$ cat src/hw/rtl/rau_pkg.sv
// Shared types, constants and codes for the rational arithmetic unit.
package rau_pkg;

	localparam int OperandWidth = 32;
	localparam int QueueDepth   = 2;

	typedef enum logic [1:0] {
		MODE_ADD = 2'd0,
		MODE_SUB = 2'd1,
		MODE_MUL = 2'd2,
		MODE_DIV = 2'd3
	} mode_t;

	typedef enum logic [1:0] {
		ST_OK       = 2'd0,
		ST_ZERO_DEN = 2'd1,
		ST_DIV_ZERO = 2'd2,
		ST_OVERFLOW = 2'd3
	} status_t;

	typedef struct packed {
		logic [1:0]         mode;
		logic signed [31:0] a_num;
		logic signed [31:0] a_den;
		logic signed [31:0] b_num;
		logic signed [31:0] b_den;
	} in_req_t;

	typedef struct packed {
		logic signed [63:0] res_num;
		logic [62:0]        res_den;
		logic [1:0]         status;
	} out_req_t;

	// Classified request passed from front to back: signs and magnitudes.
	typedef struct packed {
		logic [1:0]  mode;
		logic        san;
		logic        sad;
		logic        sbn;
		logic        sbd;
		logic [31:0] man;
		logic [31:0] mad;
		logic [31:0] mbn;
		logic [31:0] mbd;
		logic [1:0]  status;
	} work_t;

	typedef enum logic [3:0] {
		B_IDLE,
		B_MUL1,
		B_MUL2,
		B_MUL3,
		B_SUM,
		B_GCD,
		B_DIVN,
		B_DIVD,
		B_CHECK,
		B_OUT
	} back_state_t;

endpackage

$ cat src/hw/rtl/rau_front.sv
// Front end: accept requests, split operands into sign and magnitude, flag errors.
module rau_front #(
	parameter int OPERAND_WIDTH = rau_pkg::OperandWidth
) (
	input  logic             clk,
	input  logic             arst_n,
	input  logic             in_valid,
	output logic             in_ready,
	input  rau_pkg::in_req_t in_data,
	output logic             q_valid,
	input  logic             q_ready,
	output rau_pkg::work_t   q_data
);

	localparam int W = OPERAND_WIDTH;

	logic           full_q;
	rau_pkg::work_t data_q;
	rau_pkg::work_t cls;

	function automatic logic [32:0] split(input logic [31:0] raw);
		logic [W-1:0] v;
		logic [W-1:0] m;
		begin
			v = raw[W-1:0];
			m = v[W-1] ? (~v + {{(W-1){1'b0}}, 1'b1}) : v;
			split = {v[W-1], 32'(m)};
		end
	endfunction

	// Classify the incoming request
	always_comb begin
		logic [32:0] an, ad, bn, bd;
		an = split(in_data.a_num);
		ad = split(in_data.a_den);
		bn = split(in_data.b_num);
		bd = split(in_data.b_den);
		cls.mode = in_data.mode;
		cls.san = an[32]; cls.man = an[31:0];
		cls.sad = ad[32]; cls.mad = ad[31:0];
		cls.sbn = bn[32]; cls.mbn = bn[31:0];
		cls.sbd = bd[32]; cls.mbd = bd[31:0];
		if (ad[31:0] == '0 || bd[31:0] == '0)
			cls.status = rau_pkg::ST_ZERO_DEN;
		else if (in_data.mode == rau_pkg::MODE_DIV && bn[31:0] == '0)
			cls.status = rau_pkg::ST_DIV_ZERO;
		else
			cls.status = rau_pkg::ST_OK;
	end

	assign in_ready = !full_q || q_ready;
	assign q_valid  = full_q;
	assign q_data   = data_q;

	// Hold one classified request until the queue takes it
	always_ff @(posedge clk or negedge arst_n) begin
		if (!arst_n) begin
			full_q <= 1'b0;
		end else if (in_valid && in_ready) begin
			full_q <= 1'b1;
		end else if (q_ready) begin
			full_q <= 1'b0;
		end
	end

	always_ff @(posedge clk) begin
		if (in_valid && in_ready) begin
			data_q <= cls;
		end
	end

endmodule

$ cat src/hw/rtl/rau_queue.sv
// Small FIFO between front and back ends.
module rau_queue #(
	parameter int DEPTH = rau_pkg::QueueDepth
) (
	input  logic           clk,
	input  logic           arst_n,
	input  logic           wr_valid,
	output logic           wr_ready,
	input  rau_pkg::work_t wr_data,
	output logic           rd_valid,
	input  logic           rd_ready,
	output rau_pkg::work_t rd_data
);

	localparam int AW = (DEPTH > 1) ? $clog2(DEPTH) : 1;

	rau_pkg::work_t      mem_q [DEPTH];
	logic [AW-1:0]       wp_q, rp_q;
	logic [$clog2(DEPTH+1)-1:0] cnt_q;
	logic                wr, rd;

	assign wr_ready = (cnt_q != DEPTH[$clog2(DEPTH+1)-1:0]);
	assign rd_valid = (cnt_q != '0);
	assign rd_data  = mem_q[rp_q];
	assign wr = wr_valid && wr_ready;
	assign rd = rd_valid && rd_ready;

	function automatic logic [AW-1:0] nxt(input logic [AW-1:0] p);
		nxt = (p == AW'(DEPTH - 1)) ? '0 : p + AW'(1);
	endfunction

	// Advance pointers and count
	always_ff @(posedge clk or negedge arst_n) begin
		if (!arst_n) begin
			wp_q  <= '0;
			rp_q  <= '0;
			cnt_q <= '0;
		end else begin
			if (wr) wp_q <= nxt(wp_q);
			if (rd) rp_q <= nxt(rp_q);
			if (wr && !rd) cnt_q <= cnt_q + 1'b1;
			else if (rd && !wr) cnt_q <= cnt_q - 1'b1;
		end
	end

	always_ff @(posedge clk) begin
		if (wr) mem_q[wp_q] <= wr_data;
	end

	// Count never exceeds depth
	a_cnt: assert property (@(posedge clk) disable iff (!arst_n)
		cnt_q <= DEPTH) else $error("queue count overflow");
	// A write into a full queue never occurs
	a_nowrfull: assert property (@(posedge clk) disable iff (!arst_n)
		(cnt_q == DEPTH && !rd) |=> cnt_q == DEPTH) else $error("queue lost entry");
	a_empty: assert property (@(posedge clk) disable iff (!arst_n)
		(cnt_q == 0 && !wr) |=> !rd_valid) else $error("queue phantom entry");

endmodule

$ cat src/hw/rtl/rau_divider.sv
// Restoring radix-2 divider for 64-bit unsigned values, one bit per cycle.
module rau_divider (
	input  logic        clk,
	input  logic        arst_n,
	input  logic        start,
	input  logic [63:0] dividend,
	input  logic [63:0] divisor,
	output logic        busy,
	output logic [63:0] quotient,
	output logic [63:0] remainder
);

	logic [6:0]  cnt_q;
	logic [63:0] q_q, r_q, d_q;
	logic [64:0] trial;

	assign busy      = (cnt_q != '0);
	assign quotient  = q_q;
	assign remainder = r_q;
	assign trial = {r_q, q_q[63]} - {1'b0, d_q};

	// Shift one quotient bit per cycle
	always_ff @(posedge clk or negedge arst_n) begin
		if (!arst_n) begin
			cnt_q <= '0;
		end else if (start) begin
			cnt_q <= 7'd64;
		end else if (busy) begin
			cnt_q <= cnt_q - 7'd1;
		end
	end

	always_ff @(posedge clk) begin
		if (start) begin
			q_q <= dividend;
			r_q <= '0;
			d_q <= divisor;
		end else if (busy) begin
			if (!trial[64]) begin
				r_q <= trial[63:0];
				q_q <= {q_q[62:0], 1'b1};
			end else begin
				r_q <= {r_q[62:0], q_q[63]};
				q_q <= {q_q[62:0], 1'b0};
			end
		end
	end

endmodule

$ cat src/hw/rtl/rau_back.sv
// Back end: cross products, Euclid GCD on a shared divider, reduction, sign fixup.
module rau_back (
	input  logic              clk,
	input  logic              arst_n,
	input  logic              q_valid,
	output logic              q_ready,
	input  rau_pkg::work_t    q_data,
	output logic              out_valid,
	input  logic              out_ready,
	output rau_pkg::out_req_t out_data
);

	rau_pkg::back_state_t state_q, state_d;
	rau_pkg::work_t       w_q;
	logic [63:0]          p1_q, p2_q, p3_q, nmag_q, dmag_q, x_q, y_q;
	logic                 nneg_q, sq_q, ovf_q;
	logic                 div_start, div_busy, div_started_q;
	logic [63:0]          div_a, div_b, div_quo, div_rem;
	logic [63:0]          mul_res;
	logic [31:0]          mul_a, mul_b;
	logic [63:0]          sum_mag;
	logic                 sum_neg, dneg, res_neg;
	rau_pkg::out_req_t    res_q;

	rau_divider u_div (
		.clk(clk), .arst_n(arst_n), .start(div_start),
		.dividend(div_a), .divisor(div_b), .busy(div_busy),
		.quotient(div_quo), .remainder(div_rem)
	);

	// One 32x32 multiplier, shared by all three products
	always_comb begin
		if (state_q == rau_pkg::B_MUL1) begin
			unique case (w_q.mode)
				rau_pkg::MODE_MUL: begin mul_a = w_q.man; mul_b = w_q.mbn; end
				default:           begin mul_a = w_q.man; mul_b = w_q.mbd; end
			endcase
		end else if (state_q == rau_pkg::B_MUL3) begin
			mul_a = w_q.mad;
			mul_b = w_q.mbn;
		end else begin
			unique case (w_q.mode)
				rau_pkg::MODE_DIV: begin mul_a = w_q.mad; mul_b = w_q.mbn; end
				default:           begin mul_a = w_q.mad; mul_b = w_q.mbd; end
			endcase
		end
	end
	assign mul_res = {32'd0, mul_a} * {32'd0, mul_b};

	// Signed cross sum, or the single numerator product, and the denominator sign
	always_comb begin
		dneg = (w_q.mode == rau_pkg::MODE_DIV) ? (w_q.sad != w_q.sbn) :
			(w_q.sad != w_q.sbd);
		if (w_q.mode == rau_pkg::MODE_ADD || w_q.mode == rau_pkg::MODE_SUB) begin
			if ((w_q.san != w_q.sbd) == sq_q) begin
				sum_neg = sq_q;
				sum_mag = p1_q + p3_q;
			end else if (p1_q >= p3_q) begin
				sum_neg = (w_q.san != w_q.sbd);
				sum_mag = p1_q - p3_q;
			end else begin
				sum_neg = sq_q;
				sum_mag = p3_q - p1_q;
			end
		end else begin
			sum_mag = p1_q;
			sum_neg = (w_q.mode == rau_pkg::MODE_MUL) ?
				(w_q.san != w_q.sbn) : (w_q.san != w_q.sbd);
		end
	end

	assign res_neg = nneg_q && (nmag_q != 64'd0);

	// Divider operands per state
	always_comb begin
		div_a = x_q;
		div_b = y_q;
		if (state_q == rau_pkg::B_DIVN) begin
			div_a = nmag_q; div_b = x_q;
		end else if (state_q == rau_pkg::B_DIVD) begin
			div_a = dmag_q; div_b = x_q;
		end
	end
	assign div_start = !div_started_q && (state_q == rau_pkg::B_DIVN ||
		state_q == rau_pkg::B_DIVD || (state_q == rau_pkg::B_GCD && y_q != '0));

	// Next state
	always_comb begin
		state_d = state_q;
		unique case (state_q)
			rau_pkg::B_IDLE:
				if (q_valid) state_d = (q_data.status == rau_pkg::ST_OK) ?
					rau_pkg::B_MUL1 : rau_pkg::B_OUT;
			rau_pkg::B_MUL1:  state_d = rau_pkg::B_MUL2;
			rau_pkg::B_MUL2:  state_d = rau_pkg::B_MUL3;
			rau_pkg::B_MUL3:  state_d = rau_pkg::B_SUM;
			rau_pkg::B_SUM:   state_d = rau_pkg::B_GCD;
			rau_pkg::B_GCD:
				if (y_q == '0 && !div_started_q) state_d = rau_pkg::B_DIVN;
			rau_pkg::B_DIVN:
				if (div_started_q && !div_busy) state_d = rau_pkg::B_DIVD;
			rau_pkg::B_DIVD:
				if (div_started_q && !div_busy) state_d = rau_pkg::B_CHECK;
			rau_pkg::B_CHECK: state_d = rau_pkg::B_OUT;
			rau_pkg::B_OUT:   if (!out_valid || out_ready) state_d = rau_pkg::B_IDLE;
			default:          state_d = rau_pkg::B_IDLE;
		endcase
	end

	// Outputs of the sequencer
	always_comb begin
		q_ready = (state_q == rau_pkg::B_IDLE);
	end

	logic out_valid_q;
	assign out_valid = out_valid_q;
	assign out_data  = res_q;

	always_ff @(posedge clk or negedge arst_n) begin
		if (!arst_n) begin
			state_q       <= rau_pkg::B_IDLE;
			div_started_q <= 1'b0;
			out_valid_q   <= 1'b0;
		end else begin
			state_q <= state_d;
			if (state_d != state_q) div_started_q <= 1'b0;
			else if (div_start) div_started_q <= 1'b1;
			else if (state_q == rau_pkg::B_GCD && div_started_q && !div_busy)
				div_started_q <= 1'b0;
			if (state_q == rau_pkg::B_OUT && (!out_valid_q || out_ready))
				out_valid_q <= 1'b1;
			else if (out_ready)
				out_valid_q <= 1'b0;
		end
	end

	// Datapath
	always_ff @(posedge clk) begin
		unique case (state_q)
			rau_pkg::B_IDLE: begin
				w_q <= q_data;
			end
			rau_pkg::B_MUL1: begin
				p1_q <= mul_res;
				sq_q <= (w_q.sad != w_q.sbn) ^ (w_q.mode == rau_pkg::MODE_SUB);
			end
			rau_pkg::B_MUL2: begin
				p2_q <= mul_res;
			end
			rau_pkg::B_MUL3: begin
				p3_q <= mul_res;
			end
			rau_pkg::B_SUM: begin
				nmag_q <= sum_mag;
				nneg_q <= sum_neg ^ dneg;
				dmag_q <= p2_q;
			end
			default: ;
		endcase
		// Seed Euclid with numerator and denominator magnitudes
		if (state_q == rau_pkg::B_SUM) begin
			x_q <= sum_mag;
			y_q <= p2_q;
		end
		if (state_q == rau_pkg::B_GCD && div_started_q && !div_busy) begin
			x_q <= y_q;
			y_q <= div_rem;
		end
		if (state_q == rau_pkg::B_DIVN && div_started_q && !div_busy) nmag_q <= div_quo;
		if (state_q == rau_pkg::B_DIVD && div_started_q && !div_busy) dmag_q <= div_quo;
		// Flag a reduced fraction that does not fit the result fields
		if (state_q == rau_pkg::B_CHECK) begin
			ovf_q <= (!res_neg && nmag_q[63]) ||
				(res_neg && nmag_q > 64'h8000000000000000) || dmag_q[63];
		end
		if (state_q == rau_pkg::B_OUT && (!out_valid_q || out_ready)) begin
			if (w_q.status != rau_pkg::ST_OK) begin
				res_q <= '{res_num: '0, res_den: '0, status: w_q.status};
			end else if (ovf_q) begin
				res_q <= '{res_num: '0, res_den: '0, status: rau_pkg::ST_OVERFLOW};
			end else begin
				res_q.res_num <= res_neg ? -nmag_q : nmag_q;
				res_q.res_den <= dmag_q[62:0];
				res_q.status  <= rau_pkg::ST_OK;
			end
		end
	end

	a_one: assert property (@(posedge clk) disable iff (!arst_n)
		(q_valid && q_ready) |=> state_q != rau_pkg::B_IDLE) else $error("request dropped");
	a_hold: assert property (@(posedge clk) disable iff (!arst_n)
		(out_valid && !out_ready) |=> $stable(out_data)) else $error("result changed");
	a_div: assert property (@(posedge clk) disable iff (!arst_n)
		div_start |-> !div_busy) else $error("divider restarted while busy");

endmodule

$ cat src/hw/rtl/rational_arith_unit.sv
// Top level of the rational arithmetic unit.
// Usage: present a request (mode, two signed fractions) on in_valid/in_ready;
// the reduced fraction and status come back on out_valid/out_ready.
// Each request gives exactly one result, in order.
// Timing: operand errors skip the back-end arithmetic; otherwise a request
// passes the front register, queue, products, sum, one division per Euclid
// step, the two reducing divisions and output, all dominated by the single
// 64-bit bit-serial divider in the back end.
// Throughput: one request in the back end at a time; a two-entry queue and
// a front register let new requests be taken while the back end works.
// Reset: arst_n clears all control state; no request or result is pending.
// Stall: while out_ready is low the result holds and the back end waits with
// its next result; front register and queue fill, then in_ready drops.
// Errors: zero denominator, division by a zero fraction and overflow are
// reported in status with zero numerator and denominator.
module rational_arith_unit #(
	parameter int OPERAND_WIDTH = rau_pkg::OperandWidth
) (
	input  logic              clk,
	input  logic              arst_n,
	input  logic              in_valid,
	output logic              in_ready,
	input  rau_pkg::in_req_t  in_data,
	output logic              out_valid,
	input  logic              out_ready,
	output rau_pkg::out_req_t out_data
);

	logic           f_valid, f_ready, b_valid, b_ready;
	rau_pkg::work_t f_data, b_data;

	rau_front #(.OPERAND_WIDTH(OPERAND_WIDTH)) u_front (
		.clk(clk), .arst_n(arst_n), .in_valid(in_valid), .in_ready(in_ready),
		.in_data(in_data), .q_valid(f_valid), .q_ready(f_ready), .q_data(f_data)
	);

	rau_queue u_queue (
		.clk(clk), .arst_n(arst_n), .wr_valid(f_valid), .wr_ready(f_ready),
		.wr_data(f_data), .rd_valid(b_valid), .rd_ready(b_ready), .rd_data(b_data)
	);

	rau_back u_back (
		.clk(clk), .arst_n(arst_n), .q_valid(b_valid), .q_ready(b_ready),
		.q_data(b_data), .out_valid(out_valid), .out_ready(out_ready),
		.out_data(out_data)
	);

endmodule
$ cat config.mk
export PLATFORM = sky130hd
export DESIGN_NAME = rational_arith_unit
export DESIGN_NICKNAME = d
export VERILOG_FILES = /design/src/hw/rtl/rau_pkg.sv /design/src/hw/rtl/rau_front.sv /design/src/hw/rtl/rau_queue.sv /design/src/hw/rtl/rau_divider.sv /design/src/hw/rtl/rau_back.sv /design/src/hw/rtl/rational_arith_unit.sv
export SDC_FILE = /design/constraint.sdc
export NUM_CORES = 2
export LEC_CHECK = 0
export BUFFER_PORTS_ARGS = -buffer_cell sky130_fd_sc_hd__buf_2
export CAP_MARGIN = 15
export CORE_AREA = 2 2 487 392
export DETAILED_ROUTE_END_ITERATION = 10
export DIE_AREA = 0 0 489 394
export PLACE_DENSITY = 0.85
export SYNTH_ARGS = -nofsm -noshare
export SYNTH_HDL_FRONTEND = slang
export SYNTH_SLANG_ARGS = --single-unit
$ cat constraint.sdc
create_clock -name clk -period 18.9 [get_ports clk]
set_input_delay 3.78 -clock clk [delete_from_list [all_inputs] [get_ports clk]]
set_output_delay 3.78 -clock clk [all_outputs]
set_load 0.01 [all_outputs]
# Word-level counts from Yosys, hierarchy flattened
# Memory sizes are Yosys's and may differ from the RTL's.
# Cells that the tools add are included.
word_totals:
  ramBits: 272
  input_bits: 134
  regBits: 1062
  n_memories: 1
  wordCells: 202
  out_inout_bits: 131
mem_list:
  columns: ["memory", "depth", "width", "rd", "rd_ports_with_merged_regs", "wr", "line_no", "source"]
  rows:
  - ["u_queue.mem_q", 2, 136, 1, 0, 1, "rau_queue.sv:17", "rau_pkg::work_t mem_q [DEPTH];"]
classes:
  mul: 1
  add_sub_neg: 14
  n_reduce_logical: 56
  n_lt_le_gt_ge: 2
  n_mux: 57
  eq_ne: 20
  n_bitwise: 6
ops:
  columns: ["cell", "count"]
  rows:
  - ["$mux 64", 17]
  - ["$mux 32", 8]
  - ["$add 32x1->32 const B", 4]
  - ["$not 32->32", 4]
  - ["$reduce_bool 64->1", 2]
  - ["$sub 64x64->64", 2]
  - ["$logic_not 32->1", 3]
  - ["$sub 65x64->65", 1]
  - ["$add 64x64->64", 1]
  - ["$ge 64x64->1", 1]
  - ["$gt 64x64->1 const B", 1]
  - ["$logic_not 64->1", 1]
  - ["$mul 32x32->64", 1]
  - ["$neg 64->64", 1]
  - ["$pmux 4 s10", 1]
  - ["$mux 31", 1]
  - ["$mux 4", 6]
  - ["$logic_and 1x1->1", 20]
  - ["$reduce_bool 2->1", 9]
  - ["$mux 1", 17]
  - ["$eq 4x3->1 const B", 4]
  - ["$mux 7", 2]
  - ["$mux 2", 5]
  - ["$eq 4x2->1 const B", 2]
  - ["20 further kinds", 42]

# Depth between registers and ports, before layout
logic_depth:
  depth_word: 7
  depth_mapped: 40

# Cells and area by module
# A second synthesis with hierarchy kept.
hier_totals:
  hier_cells: 10092
  area_unflattened_um2: 104131.1
by_module_without_submodules:
  columns: ["module", "cells_per_inst", "instances", "seq_area_each_um2", "area_per_inst_um2"]
  rows:
  - ["rau_back", 7722, 1, 21650.8, 74228.7]
  - ["rau_divider", 1254, 1, 5300.1, 12116.6]
  - ["rau_queue", 441, 1, 8267.9, 10087.2]
  - ["rau_front", 675, 1, 4108.9, 7698.6]

# Least setup slack after synthesis
# Ideal clock, no wire load.
synth_path:
  path_type: "reg-to-reg"
  startpoint: "register u_back.state_q[1]"
  endpoint: "register u_queue.cnt_q[1]"
  setup_time_ns: 0.079
  arrival_ns: 18.077
  stages_incl_launch_ff: 8
  path_buffers: 1
  slack_ns: 0.744
  synth_period_minus_slack_ns: 18.156
  cell_sequence: "dfrtp_1 > clkbuf_1 > nor4_1 > o21ai_0 > ha_1 > xor2_1 > nor2_1 > xor2_1"
synth_via:
  elab_chain_len: 5
  elab_cells_between_ends: 7
  cone_classes: "1 x mux; 6 x reduce/logical"
synth_lines:
  columns: ["item", "line_no", "source"]
  rows:
  - ["from (decl)", "rau_back.sv:13", "rau_pkg::back_state_t state_q, state_d;"]
  - ["from (signal assigned)", "rau_back.sv:121", "state_q <= rau_pkg::B_IDLE;"]
  - ["from (signal assigned)", "rau_back.sv:125", "state_q <= state_d;"]
  - ["$logic_not 4->1 (*)", "rau_back.sv:112", "q_ready = (state_q == rau_pkg::B_IDLE);"]
  - ["$logic_and 1x1->1 (*)", "rau_queue.sv:26", "assign rd = rd_valid && rd_ready;"]
  - ["$logic_not 1->1", "rau_queue.sv:41", "if (wr && !rd) cnt_q <= cnt_q + 1'b1;"]
  - ["$logic_and 1x1->1", "rau_queue.sv:41", null]
  - ["$mux 2 or $reduce_bool 2->1 (tied branches)", null, null]
  - ["to (signal assigned)", "rau_queue.sv:41", null]
  - ["to (signal assigned)", "rau_queue.sv:42", "else if (rd && !wr) cnt_q <= cnt_q - 1'b1;"]
  - ["to (decl)", "rau_queue.sv:19", "logic [$clog2(DEPTH+1)-1:0] cnt_q;"]
# Every way passes the cells marked *; elsewhere a longest branch is shown, timed or not.
# A chain may end at the register's enable or synchronous reset.

# Final worst setup path
layout_path:
  startpoint: "register u_back.state_q[0]"
  endpoint: "register u_back.p1_q[61], data pin"
layout_via:
  elab_chain_len: 4
  elab_cells_between_ends: 6
  cone_classes: "1 x mul; 2 x eq/ne; 3 x mux"
layout_lines:
  columns: ["item", "line_no", "source"]
  rows:
  - ["$eq 4x2->1", "rau_back.sv:38", "end else if (state_q == rau_pkg::B_MUL3) begin"]
  - ["$mux 32", "rau_back.sv:38", null]
  - ["$mux 32", "rau_back.sv:33", "if (state_q == rau_pkg::B_MUL1) begin"]
  - ["$mul 32x32->64 (*)", "rau_back.sv:48", "assign mul_res = {32'd0, mul_a} * {32'd0, mul_b};"]
  - ["named net u_back.mul_res[61]", "rau_back.sv:19", "logic [63:0] mul_res;"]
  - ["to (signal assigned)", "rau_back.sv:144", "p1_q <= mul_res;"]
  - ["to (decl)", "rau_back.sv:15", "logic [63:0] p1_q, p2_q, p3_q, nmag_q, dmag_q, x_q, y_q;"]
# Mark *: on every way through the listed nets, which the timed path passes. The rest lies on a longest branch.

==> impl_metrics.tcl <==
set metrics [dict create \
    cp.required_ps 19450 \
    grt_use_total_pct 34.2 \
    hold_buffers 0 \
    slew_violations 0 \
    coreArea_mm2 0.188 \
    synth_flop_cell "edfxtp_1" \
    synth_area_per_cell_um2 10.2 \
    max_cap_violations 0 \
    cts-root-buf "clkbuf_16" \
    yosysWarnings 0 \
    ant_nets 0 \
    area_growth_pct 8.23 \
    hold_depth 0 \
    critPathKind "flop to flop" \
    cts_buffer_depth 3 \
    fin_setup_tns_ps 0 \
    clock_latency_ps 840 \
    worstReg2RegStart "u_back.state_q[0]" \
    grt-ovfl-total 0 \
    place_congestion 1.03 \
    fin_crit_sh_pct 66.1 \
    drtIter0Drc 10200 \
    ios 265 \
    pre_cts_slack_ps 6700 \
    fin_nets 11700 \
    relSlewSlack_pct 14.6 \
    start_util_pct 54.6 \
    hold_slack_ps 424 \
    wirelength_um 332000 \
    syn_area_mm2 0.103 \
    grt_pass1_vias 79100 \
    antenna_found_initial 13 \
    hpwl_um 251000 \
    chipHeight_um 394 \
    ys_seq_elements 1334 \
    postCtsSetupBuffers 0 \
    critPathMostFrequentCell "fa_1" \
    post_drt_wl_per_cell_um 26.0 \
    startpoint_type "flop" \
    yosysSeqAreaShare_pct 38.2 \
    htree_levels 4 \
    async_flop_share_pct 1.35 \
    end_kind "flop" \
    critPathArrivalTime_ps 13040 \
    grt_first_pass_wirelength_um 495000 \
    synth_cells 10100 \
    min_to "u_queue.mem_q[0][22]" \
    hp-class "flop to flop" \
    design.die.area_mm2 0.193 \
    cp.buffers_inverters 6 \
    max_freq_mhz 80.1 \
    cts_buffers 133 \
    grt_start_max_net_pins 92 \
    min_period_ps 12490 \
    status "complete, no violations" \
    vias 79700 \
    postLayoutSetupSlackWorst_ps 6410 \
    cts_tree "yes" \
    dr.pass1.iters 9 \
    cts.clk_slew.worst_paths_ps 60 \
    num_rows 143 \
    drive_above_1_share_pct 10.4 \
    dpl.cell_count 12500 \
    drc_errors 0 \
    tightest_slew_ps 1250 \
    worstHoldStart "u_front.q_data[22]" \
    yosys.cell_types.count 86 \
    final_hold_viol_count 0 \
    r2r_cells 33 \
    rsz0062_at_grt "no" \
    crit_family "adder cells" \
    finalSetupViolCount 0 \
    die_width_um 489 \
    critPathMaxStageDelay_ps 950 \
    worstReg2RegEnd "u_back.p1_q[61]" \
    r2r_setup_slack_ps 6410 \
    cts_sinks 1334 \
    final_cell_count_no_fill 12700 \
    worstPathMaxFanout 50 \
    cts_resized 0 \
    synthesis.nets 11600 \
    viasPerCell 6.26 \
    clock_skew_ps 57.2 \
    synth-edff-count 1252 \
    portBuffers 264 \
    cp_slowest_cell "dfrtp_4" \
]
[cell usage after synthesis (all sizes together) (132+ instances only)]
library cell     n  area, um^2
o21ai          431        2160
clkbuf         437        1640
fa             900       18000
xnor2          272        2380
a21oi          597        2990
inv           1189        4460
ha             525        6570
edfxtp        1252       37600
nor2          1053        3950
mux2           355        4000
nand2         1161        4360
mux2i          163        1630
a31oi          132         826
[how the worst max path moves through the flow]
stage	slack (ps)	cells past startpoint	from	endpoint
after floorplan	740	7	u_back.state_q[1]	u_queue.cnt_q[1]
after global placement	6840	33	u_back.state_q[0]	u_back.p1_q[61]
after detailed placement	6700	33	u_back.state_q[0]	u_back.p1_q[61]
after CTS	6640	33	u_back.state_q[0]	u_back.p3_q[61]
after global routing	6020	34	u_back.state_q[0]	u_back.p3_q[61]
final	6410	33	u_back.state_q[0]	u_back.p1_q[61]
[cell type report]
cell class	instances	area, um^2
inverters	1193	4480
fillers	15200	77000
well taps	2537	3170
flip-flops and latches	1334	39300
multi-input cells	7046	57700
diodes	6	15.0
clock buffers	156	3410
repair buffers	385	2230
clock inverters	84	1080
[metrics by stage]
stage | util (%) | instance area [um^2]
floorplan | - | 103000
global placement | 56.7 | 107000
detailed placement | 56.7 | 107000
CTS | 59.1 | 111000
global route | 59.1 | 111000
finish | 59.1 | 111000
[logic make-up after synthesis]
kind of cell / share of synthesized area, %
buffers and inverters: 6.18
AOI/OAI and AO/OA: 10.5
adders and majority gates: 23.9
and+or+nand+nor: 12.5
xor gates and xnor gates: 3.21
muxes: 5.47
DFF: 38.2
[state kept, by name (all words and copies together), names as in the netlist, 129 cells and up]
name / flops
u_back.w_q: 136
u_front.q_data: 136
u_back.out_data: 129
u_queue.mem_q: 272
[layout by cell type, fill, tap and decap left out, types with 23 or more instances in the layout]
cell type / n
a21oi_1: 596
buf_4: 120
nand4_1: 84
inv_1: 1188
nor2_1: 1050
nor3_1: 111
or4_1: 28
mux2_2: 355
fa_1: 900
edfxtp_1: 1252
or2_2: 26
nor4_1: 67
ha_1: 525
xor2_1: 103
o21ai_0: 420
mux2i_1: 131
o21a_1: 25
a31oi_1: 132
clkbuf_16: 133
nor2b_1: 55
and2_1: 80
a21o_1: 119
nand2b_1: 64
clkbuf_1: 23
o211ai_1: 36
a211oi_1: 40
buf_2: 265
dfxtp_1: 64
and3_1: 29
or3_1: 60
nand3_1: 79
o21bai_1: 62
xnor2_1: 270
o31ai_1: 101
nand2_1: 1155
[worst register-to-register path, delay by kind of cell (launching register included)]
family | cells | cell delay, ps
mux | 1 | 840
xor+xnor | 1 | 220
simple gates | 8 | 1730
buf+inv | 6 | 1490
fa+ha+maj | 9 | 4410
flops | 1 | 950
compound gates | 8 | 2550
[per-layer routing]
metal	GRT usage, %	share of wire (%)
met1	48.1	40
met2	50.0	42
met3	9.76	13
met4	13.4	4.8
met5	0	0.030
Power is not shown: default switching activity piles up to over one toggle a cycle in this logic, so the estimate is an artifact.
